### src/rtl/dsu_pkg.sv
// ----------------------------------------------------------------------------
// dsu_pkg
// Shared types and constants of the disjoint-set union engine: element
// count, field widths, the node table entry, and controller/datapath links.
// ----------------------------------------------------------------------------
package dsu_pkg;

  localparam int unsigned NODES = 1024;
  localparam int unsigned IDX_W = $clog2(NODES);
  localparam int unsigned CNT_W = $clog2(NODES + 1);

  // One node table entry. Count, high and low are meaningful at roots only.
  typedef struct packed {
    logic [IDX_W-1:0] parent;
    logic [CNT_W-1:0] count;
    logic [IDX_W-1:0] high;
    logic [IDX_W-1:0] low;
  } dsu_entry_t;

  localparam int unsigned ENTRY_W = $bits(dsu_entry_t);

  // Commands from the controller to the datapath.
  typedef struct packed {
    logic clr_step;  // write reset entry at the clear counter, advance it
    logic accept;    // capture the transaction, start walking from node_a
    logic chk_a;     // evaluate read data while walking node_a's chain
    logic chk_b;     // evaluate read data while walking node_b's chain
    logic merge;     // link the smaller root, latch the combined entry
    logic wr_big;    // write the combined entry at the surviving root
    logic out_load;  // load the result register
  } dsu_cmd_t;

  // Status from the datapath to the controller.
  typedef struct packed {
    logic clr_last;  // clear counter at the last entry
    logic is_root;   // entry just read points to itself
    logic out_free;  // result register can take a new transaction
  } dsu_status_t;

endpackage

### src/rtl/dsu_ctrl.sv
// ----------------------------------------------------------------------------
// dsu_ctrl
// Sequencer of the disjoint-set union engine: clearing pass, two root walks,
// merge writes and result hand-off.
// ----------------------------------------------------------------------------
module dsu_ctrl (
  input  logic                 clk_i,
  input  logic                 rst_ni,
  input  logic                 in_valid_i,
  output logic                 in_stall_o,
  input  dsu_pkg::dsu_status_t status_i,
  output dsu_pkg::dsu_cmd_t    cmd_o
);

  import dsu_pkg::*;

  typedef enum logic [8:0] {
    S_CLEAR  = 9'b000000001,
    S_IDLE   = 9'b000000010,
    S_RD_A   = 9'b000000100,
    S_CHK_A  = 9'b000001000,
    S_RD_B   = 9'b000010000,
    S_CHK_B  = 9'b000100000,
    S_MERGE  = 9'b001000000,
    S_WR_BIG = 9'b010000000,
    S_DONE   = 9'b100000000
  } dsu_state_e;

  dsu_state_e state_q, state_d;

  always_comb begin
    state_d = state_q;
    cmd_o   = '0;
    unique case (state_q)
      S_CLEAR: begin
        cmd_o.clr_step = 1'b1;
        if (status_i.clr_last) begin
          state_d = S_IDLE;
        end
      end
      S_IDLE: begin
        if (in_valid_i) begin
          cmd_o.accept = 1'b1;
          state_d      = S_RD_A;
        end
      end
      S_RD_A: begin
        state_d = S_CHK_A;
      end
      S_CHK_A: begin
        cmd_o.chk_a = 1'b1;
        state_d     = status_i.is_root ? S_RD_B : S_RD_A;
      end
      S_RD_B: begin
        state_d = S_CHK_B;
      end
      S_CHK_B: begin
        cmd_o.chk_b = 1'b1;
        state_d     = status_i.is_root ? S_MERGE : S_RD_B;
      end
      S_MERGE: begin
        cmd_o.merge = 1'b1;
        state_d     = S_WR_BIG;
      end
      S_WR_BIG: begin
        cmd_o.wr_big = 1'b1;
        state_d      = S_DONE;
      end
      S_DONE: begin
        // wait for the result register to drain
        if (status_i.out_free) begin
          cmd_o.out_load = 1'b1;
          state_d        = S_IDLE;
        end
      end
      default: begin
        state_d = S_CLEAR;
      end
    endcase
  end

  always_ff @(posedge clk_i or negedge rst_ni) begin
    if (!rst_ni) begin
      state_q <= S_CLEAR;
    end else begin
      state_q <= state_d;
    end
  end

  assign in_stall_o = (state_q != S_IDLE);

endmodule

### config.mk
export PLATFORM = sky130hd
export DESIGN_NAME = dsu_ctrl
export DESIGN_NICKNAME = d
export VERILOG_FILES = /design/src/rtl/dsu_pkg.sv /design/src/rtl/dsu_ctrl.sv
export SDC_FILE = /design/constraint.sdc
export NUM_CORES = 1
export LEC_CHECK = 0
export ABC_CLOCK_PERIOD_IN_PS = 1500
export BUFFER_PORTS_ARGS = -buffer_cell sky130_fd_sc_hd__buf_2
export CORE_UTILIZATION = 40
export DETAILED_ROUTE_END_ITERATION = 12
export SLEW_MARGIN = 15
export SYNTH_ARGS = -nofsm -noshare
export SYNTH_HDL_FRONTEND = slang
export SYNTH_SLANG_ARGS = --single-unit
### constraint.sdc
create_clock -name clk_i -period 1.5 [get_ports clk_i]
set_input_delay 0 -clock clk_i [delete_from_list [all_inputs] [get_ports clk_i]]
set_output_delay 0 -clock clk_i [all_outputs]
set_load 0.03 [all_outputs]
==> impl_metrics.xml, run 1 <==
<?xml version="1.0" encoding="UTF-8"?>
<metrics>
  <group name="yosys">
    <metric name="syn_area_per_cell" unit="um^2">9.946</metric>
    <metric name="synth_area_leaders" unit="">sky130_fd_sc_hd__dfrtp_1, sky130_fd_sc_hd__nor4b_1, sky130_fd_sc_hd__dfstp_2</metric>
    <metric name="synth_top_area_share" unit="%">34.12</metric>
    <metric name="syn-num-nets" unit="">65</metric>
    <metric name="synth-warning-count" unit="">0</metric>
    <metric name="synth_cell_types" unit="">30</metric>
    <metric name="async_reset_ff_share" unit="%">100.0</metric>
    <metric name="ys_ff_latch" unit="">9</metric>
    <metric name="post-synth-top-area-cell" unit="">sky130_fd_sc_hd__dfrtp_1</metric>
    <metric name="number_of_synthesized_flops_with_an_enable_pin" unit="">0</metric>
    <metric name="postSynthCellCount" unit="">59</metric>
    <metric name="syn_area" unit="um^2">586.8</metric>
    <metric name="synthFlopType" unit="">sky130_fd_sc_hd__dfrtp_1</metric>
    <metric name="synth_sequential_area_ratio" unit="%">38.59</metric>
  </group>
  <group name="setup_path">
    <metric name="endpoint_type_of_the_worst_setup_path" unit="">primary output</metric>
    <metric name="reg2reg_from" unit="">state_q[4]</metric>
    <metric name="timing.reg2reg.setup_slack" unit="ns">-0.22</metric>
    <metric name="crit_path_start_kind" unit="">flip-flop</metric>
    <metric name="critPathLaunch" unit="">state_q[4]</metric>
    <metric name="required" unit="ns">1.50</metric>
    <metric name="critical_path.reg2reg.endpoint" unit="">state_q[4]</metric>
    <metric name="worst_r2r_path_depth" unit="">6</metric>
    <metric name="crit_type" unit="">reg -&gt; out</metric>
    <metric name="timing.critical_path.fanout_max" unit="">4</metric>
    <metric name="cp_data_arrival_time" unit="ns">1.86</metric>
  </group>
  <group name="cts">
    <metric name="cts_buffer_depth" unit="">2</metric>
    <metric name="clock_tree_from_tritoncts" unit="">yes</metric>
    <metric name="cts_htree_levels" unit="">1</metric>
    <metric name="insertion_delay" unit="ns">0.26</metric>
    <metric name="cts_made_buffers" unit="">3</metric>
    <metric name="clock_tree.root_cell" unit="">sky130_fd_sc_hd__clkbuf_4</metric>
    <metric name="clk_pin_slew" unit="ns">0.07</metric>
    <metric name="tritoncts_num_sinks" unit="">9</metric>
  </group>
  <group name="sta">
    <metric name="fmax" unit="MHz">538.7</metric>
    <metric name="fin_worst_skew" unit="ns">0.002737</metric>
    <metric name="max_slew_margin" unit="%">63.73</metric>
    <metric name="worst_setup_slack_final" unit="ns">-0.3563</metric>
    <metric name="final-max-slew-violation-count" unit="">0</metric>
    <metric name="post-route-period-util" unit="%">123.8</metric>
    <metric name="minimum_clock_period" unit="ns">1.856</metric>
    <metric name="rsz_0062_raised_after_global_routing" unit="">yes</metric>
    <metric name="worst_pin_slew" unit="ns">0.5365</metric>
    <metric name="final-hold-violation-count" unit="">0</metric>
    <metric name="setup_violations" unit="">11</metric>
  </group>
  <group name="floorplanning">
    <metric name="floorplan.die_area" unit="um^2">1624</metric>
    <metric name="design.core.area" unit="um^2">1334</metric>
    <metric name="fp.dieW" unit="um">40.30</metric>
    <metric name="placementRows" unit="">13</metric>
    <metric name="floorplan.io_pins" unit="">14</metric>
    <metric name="die_h" unit="um">40.30</metric>
    <metric name="initial_utilization" unit="%">44.00</metric>
  </group>
  <group name="power_and_ir_drop">
    <metric name="p_int" unit="uW">798.0</metric>
    <metric name="seq_power_share" unit="%">25.2</metric>
    <metric name="worst_voltage_drop_across_the_vdd_grid" unit="V">0.0007381</metric>
    <metric name="comb_power_share" unit="%">60.4</metric>
    <metric name="sw_frac_of_total" unit="%">41.04</metric>
    <metric name="power.switching" unit="uW">555.4</metric>
    <metric name="share_clk_of_total_power" unit="%">14.4</metric>
    <metric name="power_per_cell_area" unit="nW/um^2">1256</metric>
    <metric name="cellLeakagePower" unit="nW">0.5067</metric>
    <metric name="overall_power_consumption" unit="mW">1.353</metric>
  </group>
  <group name="final_layout">
    <metric name="layout.cells.most_common" unit="">sky130_fd_sc_hd__buf_4</metric>
    <metric name="final_nets" unit="">108</metric>
    <metric name="registers.top_by_ff_count" unit="">state_q</metric>
    <metric name="area_growth" unit="%">83.58</metric>
    <metric name="fillers" unit="">79</metric>
    <metric name="drive_gt1_share" unit="%">62.38</metric>
    <metric name="diodes" unit="">0</metric>
    <metric name="top_flop_regs" unit="">state_q: 9 flops</metric>
    <metric name="ff_latch_area" unit="um^2">226.5</metric>
    <metric name="post_layout_nonfiller_instances" unit="">116</metric>
    <metric name="final_core_utilization" unit="%">80.77</metric>
    <metric name="final_cell_mix" unit="">sky130_fd_sc_hd__buf_4, sky130_fd_sc_hd__buf_6, sky130_fd_sc_hd__dfrtp_1</metric>
    <metric name="largest_register_ffs" unit="">9</metric>
    <metric name="multiInputGateArea" unit="um^2">440.4</metric>
  </group>
  <group name="drt">
    <metric name="drtIter0Drc" unit="">13</metric>
    <metric name="viasPerCell" unit="">5.362</metric>
    <metric name="detailroute.via_count" unit="">622</metric>
    <metric name="antenna_left" unit="">0</metric>
    <metric name="drt_pre_antenna_iters" unit="">2</metric>
    <metric name="drcViolationCount" unit="">0</metric>
    <metric name="wl" unit="mm">1.824</metric>
    <metric name="wire_per_inst" unit="um">15.72</metric>
  </group>
  <group name="worst_hold_path">
    <metric name="hold_crit_start" unit="">in_valid_i</metric>
    <metric name="hold_path_end" unit="">state_q[2]</metric>
    <metric name="timing.hold.worst_path_depth" unit="">3</metric>
    <metric name="worst_hold_path_type" unit="">in -&gt; reg</metric>
  </group>
  <group name="global_route">
    <metric name="antenna_found_initial" unit="">0</metric>
    <metric name="grt_remaining_overflow" unit="">0</metric>
    <metric name="grtUsageTotal" unit="%">23.90</metric>
    <metric name="grt_first_pass_wirelength" unit="mm">2.518</metric>
    <metric name="first_global_vias" unit="">599</metric>
    <metric name="grt_start_max_net_pins" unit="">10</metric>
  </group>
  <group name="place">
    <metric name="placedCellCount" unit="">95</metric>
    <metric name="gpl.final_weighted_congestion" unit="">0.7694</metric>
    <metric name="buffers_added_on_ports" unit="">13</metric>
    <metric name="dp_hpwl" unit="mm">1.064</metric>
  </group>
  <group name="run_status">
    <metric name="violated_checks" unit="">setup timing</metric>
    <metric name="outcome" unit="">finished, violations left</metric>
  </group>
  <group name="flow_run">
    <metric name="max-cap-violations" unit="">0</metric>
  </group>
</metrics>
## critical path, stage by stage, from the launching register on
cell and delay [ns]:
sky130_fd_sc_hd__dfrtp_1 0.38, sky130_fd_sc_hd__or4_4 0.58, sky130_fd_sc_hd__nor3_4 0.26, sky130_fd_sc_hd__nand3_4 0.14, sky130_fd_sc_hd__nor2_4 0.10, sky130_fd_sc_hd__buf_6 0.13
## kinds of logic (layout without fill, tap and decap cells)
kind of cell | after synthesis | after routing | synth area share (%)
AO/OA/AOI/OAI | 8 | 8 | 11.73
XOR/XNOR | 2 | 2 | 2.986
buffers and inverters | 7 | 49 | 6.823
flip-flops | 9 | 9 | 38.59
multiplexers | 1 | 1 | 1.919
AND/OR/NAND/NOR | 32 | 32 | 37.95
## power by group through the flow
stage / logic, mW / clock network, mW / registers, mW
after floorplan: 0.399 / 0 / 0.332
after global placement: 0.540 / 0 / 0.336
after detailed placement: 0.542 / 0 / 0.338
after CTS: 0.750 / 0.200 / 0.336
after global routing: 0.864 / 0.214 / 0.345
final: 0.818 / 0.195 / 0.341
## metrics by stage
stage / instance area, um^2 / setup WS [ns] / TNS [ns] / hold WS [ns]
finish: 1077 / -0.3563 / -2.454 / 0.07340
CTS: 984.7 / -0.3282 / -2.133 / 0.06694
floorplan: 638.1 / -0.1610 / -0.8735 / -0.2956
global route: 1077 / -0.4221 / -3.104 / 0.07426
detailed placement: 775.7 / -0.08727 / -0.2962 / -0.1333
global placement: 775.7 / -0.07504 / -0.2246 / -0.1297
## synth_stat cells (2+ instances only)
library cell               n
sky130_fd_sc_hd__nand2_1   2
sky130_fd_sc_hd__nor2_1    7
sky130_fd_sc_hd__xor2_1    2
sky130_fd_sc_hd__a211oi_1  2
sky130_fd_sc_hd__inv_1     5
sky130_fd_sc_hd__and3_1    2
sky130_fd_sc_hd__nor4b_1   7
sky130_fd_sc_hd__and2_1    2
sky130_fd_sc_hd__dfrtp_1   8
sky130_fd_sc_hd__nor4_1    2
## layer usage
metal  wire, um  track usage (%)
met1        826            30.00
met5          0                0
met4          0            2.500
met2        945            41.94
met3         52            6.667
## worst max-delay path by stage
| stage | end | slack (ns) | depth (start not counted) |
|---|---|---|---|
| 3_5_place_dp | cmd_o[5] | -0.09 | 5 |
| 3_3_place_gp | cmd_o[5] | -0.08 | 5 |
| 6_report | cmd_o[5] | -0.36 | 5 |
| 5_1_grt | cmd_o[5] | -0.42 | 5 |
| 4_1_cts | cmd_o[4] | -0.33 | 5 |
| 2_1_floorplan | state_q[4] | -0.16 | 4 |
## repair_timing
item,in CTS,in global routing
hold buffers,3,0
hold endpoints to repair,11,0
cloned,0,0
setup endpoints to repair,11,14
setup buffers,8,7
gates resized for setup,24,13
pin swaps,9,9
## layout make-up
| type | count | area share, % |
|---|---|---|
| clock buffer | 3 | 2.091 |
| clock inverter | 1 | 0.4646 |
| inverter | 5 | 2.207 |
| multi-input combinational | 43 | 40.88 |
| sequential | 9 | 21.02 |
| tap | 15 | 1.742 |
| timing repair buffer | 40 | 31.59 |
Note: power is estimated with default switching activity, not from simulation.
==> inputs of run 2 (changes only) <==
PLACE_DENSITY = 0.76   (was default)
==> impl_metrics.xml, run 2 (synthesis gave the netlist of run 1 again) <==
<?xml version="1.0" encoding="UTF-8"?>
<metrics>
  <group name="run_status">
    <metric name="outcome" unit="">finished, violations left</metric>
    <metric name="violated_checks" unit="">setup timing</metric>
  </group>
  <group name="cts">
    <metric name="cts_htree_levels" unit="">1</metric>
    <metric name="tritoncts_num_sinks" unit="">9</metric>
    <metric name="clk_pin_slew" unit="ns">0.07</metric>
    <metric name="insertion_delay" unit="ns">0.26</metric>
    <metric name="clock_tree_from_tritoncts" unit="">yes</metric>
    <metric name="clock_tree.root_cell" unit="">sky130_fd_sc_hd__clkbuf_4</metric>
    <metric name="cts_made_buffers" unit="">3</metric>
    <metric name="cts_buffer_depth" unit="">2</metric>
  </group>
  <group name="flow_run">
    <metric name="max-cap-violations" unit="">0</metric>
  </group>
  <group name="setup_path">
    <metric name="endpoint_type_of_the_worst_setup_path" unit="">primary output</metric>
    <metric name="timing.critical_path.fanout_max" unit="">3</metric>
    <metric name="crit_type" unit="">reg -&gt; out</metric>
    <metric name="crit_path_start_kind" unit="">flip-flop</metric>
    <metric name="cp_data_arrival_time" unit="ns">1.82</metric>
    <metric name="required" unit="ns">1.50</metric>
  </group>
  <group name="floorplanning">
    <metric name="floorplan.io_pins" unit="">14</metric>
    <metric name="fp.dieW" unit="um">40.30</metric>
    <metric name="design.core.area" unit="um^2">1334</metric>
    <metric name="die_h" unit="um">40.30</metric>
    <metric name="placementRows" unit="">13</metric>
    <metric name="initial_utilization" unit="%">44.00</metric>
    <metric name="floorplan.die_area" unit="um^2">1624</metric>
  </group>
  <group name="final_layout">
    <metric name="final_core_utilization" unit="%">74.39</metric>
    <metric name="multiInputGateArea" unit="um^2">419.2</metric>
    <metric name="final_cell_mix" unit="">sky130_fd_sc_hd__buf_4, sky130_fd_sc_hd__buf_6, sky130_fd_sc_hd__dfrtp_1</metric>
    <metric name="largest_register_ffs" unit="">9</metric>
    <metric name="registers.top_by_ff_count" unit="">state_q</metric>
    <metric name="final_design_area_no_fill" unit="um^2">992.2</metric>
    <metric name="top_flop_regs" unit="">state_q: 9 flops</metric>
    <metric name="area_growth" unit="%">69.08</metric>
    <metric name="drive_gt1_share" unit="%">60.42</metric>
    <metric name="layout.cells.most_common" unit="">sky130_fd_sc_hd__buf_4</metric>
    <metric name="fillers" unit="">84</metric>
    <metric name="ff_latch_area" unit="um^2">227.7</metric>
    <metric name="diodes" unit="">0</metric>
    <metric name="final_nets" unit="">103</metric>
  </group>
  <group name="global_route">
    <metric name="grt_start_max_net_pins" unit="">13</metric>
    <metric name="grt_first_pass_wirelength" unit="mm">2.421</metric>
    <metric name="grt_remaining_overflow" unit="">0</metric>
    <metric name="antenna_found_initial" unit="">0</metric>
    <metric name="first_global_vias" unit="">544</metric>
    <metric name="grtUsageTotal" unit="%">23.56</metric>
  </group>
  <group name="place">
    <metric name="placement.setup.worst_slack" unit="ns">-0.09635</metric>
    <metric name="buffers_added_on_ports" unit="">13</metric>
    <metric name="dp_hpwl" unit="mm">1.010</metric>
    <metric name="gpl.final_weighted_congestion" unit="">0.7943</metric>
    <metric name="dpl_cell_area" unit="um^2">775.7</metric>
  </group>
  <group name="power_and_ir_drop">
    <metric name="sw_frac_of_total" unit="%">41.23</metric>
    <metric name="power.switching" unit="uW">522.4</metric>
    <metric name="cellLeakagePower" unit="nW">0.4698</metric>
    <metric name="worst_voltage_drop_across_the_vdd_grid" unit="V">0.0008043</metric>
    <metric name="comb_power_share" unit="%">56.4</metric>
    <metric name="share_clk_of_total_power" unit="%">15.6</metric>
    <metric name="seq_power_share" unit="%">28.1</metric>
    <metric name="p_int" unit="uW">744.8</metric>
    <metric name="power_per_cell_area" unit="nW/um^2">1277</metric>
  </group>
  <group name="sta">
    <metric name="worst_setup_slack_final" unit="ns">-0.3154</metric>
    <metric name="minimum_clock_period" unit="ns">1.815</metric>
    <metric name="final-max-slew-violation-count" unit="">0</metric>
    <metric name="setup_violations" unit="">11</metric>
    <metric name="post-route-period-util" unit="%">121.0</metric>
    <metric name="fmax" unit="MHz">550.9</metric>
    <metric name="worst_pin_slew" unit="ns">0.4482</metric>
    <metric name="max_slew_margin" unit="%">69.70</metric>
    <metric name="final-hold-violation-count" unit="">0</metric>
    <metric name="fin_worst_skew" unit="ns">0.002407</metric>
    <metric name="rsz_0062_raised_after_global_routing" unit="">yes</metric>
  </group>
  <group name="drt">
    <metric name="antenna_left" unit="">0</metric>
    <metric name="drt_pre_antenna_iters" unit="">4</metric>
    <metric name="wire_per_inst" unit="um">16.16</metric>
    <metric name="met2RoutedLength" unit="um">932</metric>
    <metric name="detailroute.via_count" unit="">619</metric>
    <metric name="wl" unit="mm">1.794</metric>
    <metric name="drtIter0Drc" unit="">24</metric>
    <metric name="route.met3.wl" unit="um">57</metric>
    <metric name="drcViolationCount" unit="">0</metric>
    <metric name="viasPerCell" unit="">5.577</metric>
    <metric name="highest_layer" unit="">met4</metric>
    <metric name="met1_layer_wirelength_in_the_final_routing" unit="um">791</metric>
  </group>
  <group name="worst_hold_path">
    <metric name="worst_hold_path_type" unit="">in -&gt; reg</metric>
  </group>
</metrics>
-- run 2: cell type report --
type	instances	area share, %
timing repair buffer	35	28.37
clock buffer	4	2.648
sequential	9	22.95
multi-input combinational	43	42.24
tap	15	1.892
inverter	5	1.892
-- run 2: metrics by stage --
step	cells	power [mW]	hold slack, ns	setup TNS, ns
detailed placement	95	0.8773	-0.1292	-0.3787
floorplan	59	0.7307	-0.2956	-0.8735
global placement	95	0.8688	-0.1344	-0.1460
global route	111	1.346	0.08021	-2.938
finish	111	1.267	0.07702	-2.418
CTS	108	1.198	0.05551	-2.463
-- run 2: worst max-delay path, cell delays in order (launching register included) --
cell and delay [ns]:
sky130_fd_sc_hd__dfrtp_1 0.38, sky130_fd_sc_hd__or4_4 0.58, sky130_fd_sc_hd__buf_6 0.15, sky130_fd_sc_hd__nor2_4 0.05, sky130_fd_sc_hd__and4b_2 0.25, sky130_fd_sc_hd__buf_6 0.14
-- run 2: power by group through the flow --
stage	Clock (mW)	Combinational (mW)	Sequential (mW)
2_1_floorplan	0	0.399	0.332
3_3_place_gp	0	0.526	0.343
3_5_place_dp	0	0.533	0.344
4_1_cts	0.202	0.650	0.346
5_1_grt	0.211	0.775	0.361
6_report	0.197	0.714	0.355
-- run 2: worst paths after layout --
kind | start | endpoint | depth (start not counted) | slack, ns
setup / recovery | state_q[4] | cmd_o[4] | 5 | -0.32
hold / removal | in_valid_i | state_q[2] | 3 | 0.08
setup reg to reg | state_q[4] | state_q[0] | 5 | -0.21
hold reg to reg | state_q[7] | state_q[7] | 2 | 0.63
max in group asynchronous | rst_ni | state_q[0] | 2 | 1.12
min in group asynchronous | rst_ni | state_q[1] | 2 | 0.13
-- run 2: timing repair --
action	CTS	global route
setup endpoints to repair	13	14
pin swaps	10	10
cloned	0	0
gates resized for setup	18	9
hold buffers	3	0
endpoints found under the hold margin	11	0
buffers inserted	6	4
-- run 2: routing by layer --
metal	global-route usage, %	up-vias
met2	39.52	18
met4	7.500	0
met3	5.000	2
met1	29.93	305
li1	-	294
met5	0	-
